$ cat config.mk
export PLATFORM = sky130hd
export DESIGN_NAME = lfu_cache_with_lru_tiebreak
export DESIGN_NICKNAME = d
export VERILOG_FILES = /design/src/lfu_pkg.sv /design/src/lfu_ram.sv /design/src/lfu_ctrl.sv /design/src/lfu_dp.sv /design/src/lfu_cache_with_lru_tiebreak.sv
export VERILOG_INCLUDE_DIRS = /design/src /design/src/src
export SDC_FILE = /design/constraint.sdc
export NUM_CORES = 2
export LEC_CHECK = 0
export ABC_AREA = 1
export BUFFER_PORTS_ARGS = -buffer_cell sky130_fd_sc_hd__buf_2
export CORE_UTILIZATION = 28
export DETAILED_ROUTE_END_ITERATION = 12
export MAX_ROUTING_LAYER = met4
export SKIP_LAST_GASP = 1
export SYNTH_ARGS = -nofsm -noshare
export SYNTH_HDL_FRONTEND = slang
export SYNTH_SLANG_ARGS = --single-unit
$ cat constraint.sdc
create_clock -name aclk -period 18.6 [get_ports aclk]
set_clock_uncertainty 0.05 [all_clocks]
set_input_delay 0.93 -clock aclk [delete_from_list [all_inputs] [get_ports aclk]]
set_output_delay 0.93 -clock aclk [all_outputs]
set_load 0.005 [all_outputs]
$ cat src/assert_macros.svh
// ----------------------------------------------------------------------------
// assert_macros.svh
// assertion helpers shared by the cache modules
// ----------------------------------------------------------------------------
`ifndef ASSERT_MACROS_SVH
`define ASSERT_MACROS_SVH

// checked only outside reset
`define LFU_ASSERT(lbl, prop, msg) \
    lbl: assert property (@(posedge aclk) disable iff (!aresetn) prop) else $error(msg);

// checked at every edge, reset included
`define LFU_ASSERT_ALWAYS(lbl, prop, msg) \
    lbl: assert property (@(posedge aclk) prop) else $error(msg);

`endif

$ cat src/lfu_pkg.sv
// ----------------------------------------------------------------------------
// lfu_pkg
// shared constants and types of the lfu cache
// ----------------------------------------------------------------------------
package lfu_pkg;

    localparam int ENTRIES    = 16;
    localparam int COUNT_BITS = 16;
    localparam int KEY_W      = 32;
    localparam int VAL_W      = 32;
    localparam int STAMP_W    = 32;
    localparam int CAP_W      = 5;
    localparam int CAP_RESET  = 16;
    localparam int IDX_W      = (ENTRIES > 1) ? $clog2(ENTRIES) : 1;
    localparam int USED_W     = $clog2(ENTRIES + 1);

    typedef struct packed {
        logic             mode;
        logic [KEY_W-1:0] key;
        logic [VAL_W-1:0] value;
    } req_t;

    typedef struct packed {
        logic             hit;
        logic [VAL_W-1:0] read_value;
        logic             evicted;
        logic [KEY_W-1:0] evicted_key;
    } rsp_t;

    typedef struct packed {
        logic [KEY_W-1:0]      key;
        logic [VAL_W-1:0]      value;
        logic [COUNT_BITS-1:0] count;
        logic [STAMP_W-1:0]    last_use;
    } entry_t;

    localparam int ENTRY_W = $bits(entry_t);

    localparam logic MODE_GET = 1'b0;
    localparam logic MODE_PUT = 1'b1;

    // controller to datapath
    typedef struct packed {
        logic start;
        logic scan;
        logic commit;
    } lfu_cmd_t;

    // datapath to controller
    typedef struct packed {
        logic scan_last;
        logic out_free;
    } lfu_stat_t;

endpackage

$ cat src/lfu_ram.sv
// ----------------------------------------------------------------------------
// lfu_ram
// generic single-write, single-read ram with registered read
// ----------------------------------------------------------------------------
module lfu_ram #(
    parameter int WIDTH = 8,
    parameter int DEPTH = 16
) (
    input  logic                                     aclk,
    input  logic                                     we,
    input  logic [((DEPTH > 1) ? $clog2(DEPTH) : 1)-1:0] waddr,
    input  logic [WIDTH-1:0]                         wdata,
    input  logic [((DEPTH > 1) ? $clog2(DEPTH) : 1)-1:0] raddr,
    output logic [WIDTH-1:0]                         rdata
);

    logic [WIDTH-1:0] mem_reg [DEPTH];
    logic [WIDTH-1:0] rdata_reg;

    always_ff @(posedge aclk) begin
        if (we) begin
            mem_reg[waddr] <= wdata;
        end
        rdata_reg <= mem_reg[raddr];
    end

    assign rdata = rdata_reg;

endmodule

$ cat src/lfu_ctrl.sv
// ----------------------------------------------------------------------------
// lfu_ctrl
// sequencer: accept, scan all entries, then commit the update
// ----------------------------------------------------------------------------
`include "assert_macros.svh"

module lfu_ctrl (
    input  logic              aclk,
    input  logic              aresetn,
    input  logic              s_valid,
    output logic              s_ready,
    input  lfu_pkg::lfu_stat_t stat,
    output lfu_pkg::lfu_cmd_t  cmd
);
    import lfu_pkg::*;

    localparam logic [1:0] ST_IDLE   = 2'd0;
    localparam logic [1:0] ST_SCAN   = 2'd1;
    localparam logic [1:0] ST_UPDATE = 2'd2;

    logic [1:0] state_reg, state_next;

    always_comb begin
        state_next = state_reg;
        cmd        = '0;
        s_ready    = 1'b0;
        case (state_reg)
            ST_IDLE: begin
                s_ready = 1'b1;
                if (s_valid) begin
                    cmd.start  = 1'b1;
                    state_next = ST_SCAN;
                end
            end
            ST_SCAN: begin
                cmd.scan = 1'b1;
                if (stat.scan_last) begin
                    state_next = ST_UPDATE;
                end
            end
            ST_UPDATE: begin
                // hold while the previous result is still unread
                if (stat.out_free) begin
                    cmd.commit = 1'b1;
                    state_next = ST_IDLE;
                end
            end
            default: begin
                state_next = ST_IDLE;
            end
        endcase
    end

    always_ff @(posedge aclk) begin
        if (!aresetn) begin
            state_reg <= ST_IDLE;
        end else begin
            state_reg <= state_next;
        end
    end

    `LFU_ASSERT(a_scan_ends, (state_reg == ST_SCAN) && stat.scan_last |=> state_reg == ST_UPDATE, "scan did not end in update")
    `LFU_ASSERT(a_commit_free, cmd.commit |-> stat.out_free, "commit over unread result")

endmodule

$ cat src/lfu_dp.sv
// ----------------------------------------------------------------------------
// lfu_dp
// entry store, scan accumulators, update logic and result register
// ----------------------------------------------------------------------------
`include "assert_macros.svh"

module lfu_dp (
    input  logic                              aclk,
    input  logic                              aresetn,
    input  logic                              cfg_we,
    input  logic [lfu_pkg::CAP_W-1:0]         cfg_wdata,
    input  lfu_pkg::req_t                     s_data,
    output logic                              m_valid,
    input  logic                              m_ready,
    output lfu_pkg::rsp_t                     m_data,
    input  lfu_pkg::lfu_cmd_t                 cmd,
    output lfu_pkg::lfu_stat_t                stat
);
    import lfu_pkg::*;

    logic [CAP_W-1:0]   cap_reg;
    logic [STAMP_W-1:0] clock_reg;
    logic [ENTRIES-1:0] valid_reg;
    logic [ENTRIES-1:0] valid_next;
    req_t               item_reg;
    logic [IDX_W-1:0]   cnt_reg;
    logic [USED_W-1:0]  used_reg;

    logic                  hit_reg;
    logic [IDX_W-1:0]      hit_idx_reg;
    logic [VAL_W-1:0]      hit_val_reg;
    logic [COUNT_BITS-1:0] hit_cnt_reg;

    logic                  free_ok_reg;
    logic [IDX_W-1:0]      free_idx_reg;

    logic                  vic_ok_reg;
    logic [IDX_W-1:0]      vic_idx_reg;
    logic [KEY_W-1:0]      vic_key_reg;
    logic [COUNT_BITS-1:0] vic_cnt_reg;
    logic [STAMP_W-1:0]    vic_lu_reg;

    logic out_valid_reg;
    rsp_t out_reg;

    logic             ram_we;
    logic [IDX_W-1:0] ram_waddr;
    entry_t           ram_wdata;
    logic [IDX_W-1:0] ram_raddr;
    entry_t           rec;

    logic cur_valid;
    logic cur_match;
    logic cur_better;

    logic [USED_W-1:0]     cap_eff;
    logic                  is_put;
    logic                  cap_nz;
    logic                  do_touch;
    logic                  do_ins;
    logic                  do_evict;
    logic                  ins_ok;
    logic [IDX_W-1:0]      ins_idx;
    logic [COUNT_BITS-1:0] cnt_inc;
    rsp_t                  rsp;

    lfu_ram #(
        .WIDTH(ENTRY_W),
        .DEPTH(ENTRIES)
    ) u_ram (
        .aclk (aclk),
        .we   (ram_we),
        .waddr(ram_waddr),
        .wdata(ram_wdata),
        .raddr(ram_raddr),
        .rdata(rec)
    );

    // entry 0 is read while idle, so it is ready on the first scan cycle
    assign ram_raddr = cmd.scan ? IDX_W'(cnt_reg + IDX_W'(1)) : '0;

    assign cur_valid  = valid_reg[cnt_reg];
    assign cur_match  = cur_valid && (rec.key == item_reg.key);
    assign cur_better = cur_valid &&
                        (!vic_ok_reg || (rec.count < vic_cnt_reg) ||
                         ((rec.count == vic_cnt_reg) && (rec.last_use < vic_lu_reg)));

    assign stat.scan_last = (cnt_reg == IDX_W'(ENTRIES - 1));
    assign stat.out_free  = !out_valid_reg || m_ready;

    always_comb begin
        cap_eff  = (32'(cap_reg) > ENTRIES) ? USED_W'(ENTRIES) : USED_W'(cap_reg);
        is_put   = (item_reg.mode == MODE_PUT);
        cap_nz   = (cap_eff != '0);
        do_touch = hit_reg && (!is_put || cap_nz);
        do_ins   = is_put && cap_nz && !hit_reg;
        do_evict = do_ins && (used_reg >= cap_eff) && vic_ok_reg;
        // the freed victim slot counts as free when it is the lowest one
        if (do_evict && (!free_ok_reg || (vic_idx_reg < free_idx_reg))) begin
            ins_idx = vic_idx_reg;
        end else begin
            ins_idx = free_idx_reg;
        end
        ins_ok  = do_evict || free_ok_reg;
        cnt_inc = (hit_cnt_reg == {COUNT_BITS{1'b1}}) ? hit_cnt_reg
                                                      : hit_cnt_reg + COUNT_BITS'(1);

        // victim leaves first, the insert may land in the same slot
        valid_next = valid_reg;
        if (do_evict) begin
            valid_next[vic_idx_reg] = 1'b0;
        end
        if (do_ins && ins_ok) begin
            valid_next[ins_idx] = 1'b1;
        end

        ram_we    = cmd.commit && (do_touch || (do_ins && ins_ok));
        ram_waddr = do_touch ? hit_idx_reg : ins_idx;
        ram_wdata.key      = item_reg.key;
        ram_wdata.last_use = clock_reg;
        if (do_touch) begin
            ram_wdata.value = is_put ? item_reg.value : hit_val_reg;
            ram_wdata.count = cnt_inc;
        end else begin
            ram_wdata.value = item_reg.value;
            ram_wdata.count = '0;
        end

        rsp.hit         = hit_reg;
        rsp.read_value  = (!is_put && hit_reg) ? hit_val_reg : '0;
        rsp.evicted     = do_evict;
        rsp.evicted_key = do_evict ? vic_key_reg : '0;
    end

    // control state
    always_ff @(posedge aclk) begin
        if (!aresetn) begin
            cap_reg       <= CAP_W'(CAP_RESET);
            clock_reg     <= '0;
            valid_reg     <= '0;
            out_valid_reg <= 1'b0;
        end else begin
            if (cfg_we) begin
                cap_reg <= cfg_wdata;
            end
            if (cmd.commit) begin
                out_valid_reg <= 1'b1;
                if (clock_reg != {STAMP_W{1'b1}}) begin
                    clock_reg <= clock_reg + STAMP_W'(1);
                end
                valid_reg <= valid_next;
            end else if (m_ready) begin
                out_valid_reg <= 1'b0;
            end
        end
    end

    // scan accumulators and payload
    always_ff @(posedge aclk) begin
        if (cmd.start) begin
            item_reg    <= s_data;
            cnt_reg     <= '0;
            used_reg    <= '0;
            hit_reg     <= 1'b0;
            free_ok_reg <= 1'b0;
            vic_ok_reg  <= 1'b0;
        end else if (cmd.scan) begin
            cnt_reg  <= IDX_W'(cnt_reg + IDX_W'(1));
            used_reg <= used_reg + USED_W'(cur_valid);
            if (cur_match && !hit_reg) begin
                hit_reg     <= 1'b1;
                hit_idx_reg <= cnt_reg;
                hit_val_reg <= rec.value;
                hit_cnt_reg <= rec.count;
            end
            if (!cur_valid && !free_ok_reg) begin
                free_ok_reg  <= 1'b1;
                free_idx_reg <= cnt_reg;
            end
            if (cur_better) begin
                vic_ok_reg  <= 1'b1;
                vic_idx_reg <= cnt_reg;
                vic_key_reg <= rec.key;
                vic_cnt_reg <= rec.count;
                vic_lu_reg  <= rec.last_use;
            end
        end
        if (cmd.commit) begin
            out_reg <= rsp;
        end
    end

    assign m_valid = out_valid_reg;
    assign m_data  = out_reg;

    `LFU_ASSERT(a_commit_shows, cmd.commit |=> out_valid_reg, "committed result not shown")
    `LFU_ASSERT(a_fill_monotonic, 1'b1 |=> $countones(valid_reg) >= $past($countones(valid_reg)), "entry count dropped")
    `LFU_ASSERT_ALWAYS(a_cmd_onehot, $onehot0({cmd.start, cmd.scan, cmd.commit}), "overlapping commands")

endmodule

$ cat src/lfu_cache_with_lru_tiebreak.sv
// ----------------------------------------------------------------------------
// lfu_cache_with_lru_tiebreak
// 16-entry key-value cache, least-frequently-used replacement, lru tie-break
//   s_ channel: one beat per access (mode get or put, key, value)
//   m_ channel: one result beat per access (hit, read value, evicted key)
//   cfg_we / cfg_wdata: capacity register, write only while the cache is idle
// each access is accepted in the idle state, then a scan walks the
// entry ram one entry per cycle (key match, fill count, lowest free slot and
// victim search), and an update state writes the ram and loads the result
// the next beat is taken as soon as the update is done, while the result may
// still wait in the output register; a stalled receiver holds the next
// access in its update cycle until the register is read
// reset empties the cache (valid bits cleared at once), zeroes the access
// clock and sets capacity to 16; entry ram contents need no clearing
// ----------------------------------------------------------------------------
module lfu_cache_with_lru_tiebreak (
    input  logic                      aclk,
    input  logic                      aresetn,
    input  logic                      cfg_we,
    input  logic [lfu_pkg::CAP_W-1:0] cfg_wdata,
    input  logic                      s_valid,
    output logic                      s_ready,
    input  lfu_pkg::req_t             s_data,
    output logic                      m_valid,
    input  logic                      m_ready,
    output lfu_pkg::rsp_t             m_data
);
    import lfu_pkg::*;

    lfu_cmd_t  cmd;
    lfu_stat_t stat;

    // sequencer: idle, scan, update
    lfu_ctrl u_ctrl (
        .aclk   (aclk),
        .aresetn(aresetn),
        .s_valid(s_valid),
        .s_ready(s_ready),
        .stat   (stat),
        .cmd    (cmd)
    );

    // entry store, search accumulators and result register
    lfu_dp u_dp (
        .aclk     (aclk),
        .aresetn  (aresetn),
        .cfg_we   (cfg_we),
        .cfg_wdata(cfg_wdata),
        .s_data   (s_data),
        .m_valid  (m_valid),
        .m_ready  (m_ready),
        .m_data   (m_data),
        .cmd      (cmd),
        .stat     (stat)
    );

endmodule
==> reports/metrics.csv <==
stage;metric;value;unit
status;status;complete, no violations;
worst_setup_path;setup.worst_path.class;reg2reg;
pwr;vdd_drop_max;0.000109;V
pwr;p_comb_frac;0.074;
place;place.port_buffers;142;
clocking;post_cts_buffers;0;
pwr;p_int;8.29;mW
logic_synthesis;synth_cell_types;42;
worst_setup_path;reg2reg_depth;15;
worst_setup_path;cp_slowest_cell;nor2_4;
global_routing;grt_antenna_before_repair;10;
timing;rsz0062_at_grt;false;
clocking;cts_root_buf;clkbuf_16;
logic_synthesis;synth_area_leader_cell;edfxtp_1;
drt;avgViaCountPerCell;4.95;
final_layout;post-route-cell-area;100000;µm²
logic_synthesis;syn_avg_cell_area;13.6;µm²
global_routing;grt_max_degree;187;
job;max-cap-violations;0;
pwr;p_switching;2.55;mW
floorplan;rows;204;
floorplan;die_y;561;µm
logic_synthesis;yosysWarnings;0;
logic_synthesis;yosysSeqAreaShare;0.750;
drt;drcViolationCount;0;
timing;hold_viol_final;0;
logic_synthesis;syn-num-nets;6543;
logic_synthesis;ys.flop_type;edfxtp_1;
clocking;hold_buffers;0;
timing;slew_violations;0;
global_routing;grt_use_total;0.145;
worst_setup_path;timing.rr.start;u_dp.cap_reg[4];
logic_synthesis;synth_cells;6408;
drt;drt-wirelength-per-cell;21.2;µm
timing;tns;0;ns
global_routing;first_global_vias;52600;
timing;setup_violations;0;
worst_setup_path;cp_cell_sequence;inv_2 -> nand2_1 -> ha_1 -> nand2_1 -> inv_1 -> a21oi_1 -> nand3_1 -> nand2_2 -> inv_1 -> nand3_1 -> nand3_1 -> a21oi_1 -> nand2_1 -> nor2_4 -> buf_4;
worst_setup_path;endpoint_kind;flop;
logic_synthesis;synth_seq_cells;2243;
timing;worst_pin_slew;1.28;ns
final_layout;fin_nets;6621;
pwr;pwr-share-clk;0.404;
place;dp_hpwl;117;mm
place;place_congestion;0.845;
final_layout;largest_register_ff_count;1792;
worst_hold_path;min_from;s_data[4];
final_layout;drive_gt1_frac;0.158;
worst_setup_path;startpoint;u_dp.cap_reg[4];
drt;drt-total-wl;229;mm
logic_synthesis;async_reset_ff_frac;0;
drt;ant_nets;0;
worst_setup_path;critPathMaxFanout;51;
clocking;clock-sinks;2243;
floorplan;core_area;310000;µm²
timing;fmax;181;MHz
timing;relSlewSlack;0.149;
worst_setup_path;worstSetupStartpointType;flop;
clocking;post_cts_resize_count;0;
worst_setup_path;reg2reg_to;u_dp.u_ram.mem_reg[11][36];
clocking;cts_tree;done;
pwr;p_sw_frac;0.235;
timing;fin_crit_sh;0.297;
logic_synthesis;yosys-top-cells-area;edfxtp_1, o21ai_0, dfxtp_1, o221ai_1, or2_2;
logic_synthesis;synth_top_area_share;0.709;
clocking;clk_latency;0.86;ns
final_layout;fin_util;0.323;
floorplan;die_w;561;µm
pwr;powerDensity;108;nW/µm²
drt;dr.pass1.iters;6;
clocking;cts_inserted_buffers;215;
floorplan;io_pins;143;
global_routing;grt_pass1_wl;340;mm
worst_setup_path;slowest_delay;0.96;ns
worst_setup_path;regToRegSetupSlack;13.08;ns
logic_synthesis;synth_area;87400;µm²
logic_synthesis;synth-edff-count;2063;
worst_hold_path;min_path_type;in2reg;
clocking;clock_path_buffers;3;
global_routing;grt-ovfl-total;0;
final_layout;area_growth;14.3;%
floorplan;dieArea;314000;µm²
place;dpl_cell_area;92900;µm²
drt;drt_iter0_drc;6198;
pwr;p_leak;32.3;nW
worst_setup_path;required;18.99;ns
floorplan;initial_core_util;0.282;
timing;min_period;5.52;ns
clocking;cts.clk_slew.worst_paths;0.06;ns
timing;whs;0.198;ns
pwr;p_seq_frac;0.522;
clocking;cts_max_level;4;
worst_hold_path;min_to;u_dp.item_reg[4];
drt;vias;53500;
worst_setup_path;arrival;5.92;ns
worst_hold_path;hold_depth;1;
==> power groups by stage <==
stage	combinational [mW]	clock [mW]	sequential (mW)
after CTS	0.805	4.44	5.66
after floorplan	0.542	0	5.73
after detailed placement	0.801	0	5.77
after global routing	0.891	4.64	5.66
after global placement	0.788	0	5.77
final	0.802	4.38	5.66
==> metrics by stage <==
stage / setup slack (ns) / power, mW / instances
5_1_grt: 12.78 / 11.2 / 10800
4_1_cts: 13.13 / 10.9 / 10800
3_5_place_dp: 13.07 / 6.57 / 10400
3_3_place_gp: 13.11 / 6.55 / 10400
6_report: 13.08 / 10.8 / 10800
2_1_floorplan: 8.62 / 6.27 / 6408
==> cell type report <==
cell class	count	area (µm²)
fill	30100	210000
sequential	2243	65600
multi-input combinational	3521	19500
clock buffer	311	6100
tap	4120	5150
timing repair buffer	261	1700
clock inverter	95	1000
inverter	244	953
antenna	2	5.00
==> critical path: cells and delay by family (launching register included) <==
family | cells | cell delay (ns)
AND/OR/NAND/NOR | 8 | 2.69
buffers and inverters | 4 | 1.31
adder cells (fa/ha/maj) | 1 | 0.30
flip-flops | 1 | 0.32
AO/OA/AOI/OAI | 2 | 0.37
==> cells in the mapped netlist (2+ instances only) <==
master	count
dfxtp_1	180
a21boi_0	4
xnor2_1	20
o21ai_1	140
and3_1	3
nand4_1	36
or2_2	448
xor2_1	22
nor2_2	2
buf_6	2
inv_1	235
a21oi_1	89
nor2_4	2
nor3b_1	4
inv_2	8
buf_1	12
nor3_2	2
buf_4	2
o221ai_1	364
o21ai_0	840
or2_1	19
a31oi_1	2
nor4_1	12
o22ai_1	88
nand2_1	396
ha_1	60
buf_2	90
nor3_1	31
nand3_1	181
edfxtp_1	2063
nor2_1	659
o211ai_1	88
clkbuf_1	294
a211oi_1	2
==> worst max-delay path by stage <==
stage / to / cells past startpoint
after CTS: u_dp.u_ram.mem_reg[11][36] / 15
after global routing: u_dp.u_ram.mem_reg[11][36] / 15
final: u_dp.u_ram.mem_reg[11][36] / 15
after floorplan: u_dp.u_ram.mem_reg[0][0] / 8
after detailed placement: u_dp.u_ram.mem_reg[11][73] / 11
after global placement: u_dp.u_ram.mem_reg[11][73] / 11
==> metal layers <==
layer	routed length, µm	up-vias	GRT usage	part of all wire
met3	17200	283	0.0250	0.075
li1	-	24100	-	-
met2	107000	2091	0.228	0.47
met5	0	-	-	0
met1	101000	27000	0.197	0.44
met4	3490	0	0.0295	0.015
==> cell families (layout without fill, tap and decap cells) <==
logic type	after synthesis	after routing	share of synthesized area
XOR/XNOR	42	42	0.00421
other	0	2	0
buffers and inverters	644	911	0.0292
flip-flops	2243	2243	0.750
adder cells (fa/ha/maj)	60	60	0.00859
AND/OR/NAND/NOR	1797	1797	0.0956
AO/OA/AOI/OAI	1622	1622	0.113
==> cells in the final DEF (no fill, tap or decap), types with 180 or more instances in the layout <==
master / count
inv_1: 234
clkbuf_16: 219
dfxtp_1: 180
nand2_1: 394
edfxtp_1: 2063
nor2_1: 642
or2_2: 448
o21ai_0: 839
o221ai_1: 364
nand3_1: 181
Note: power is estimated with default switching activity, not from simulation.
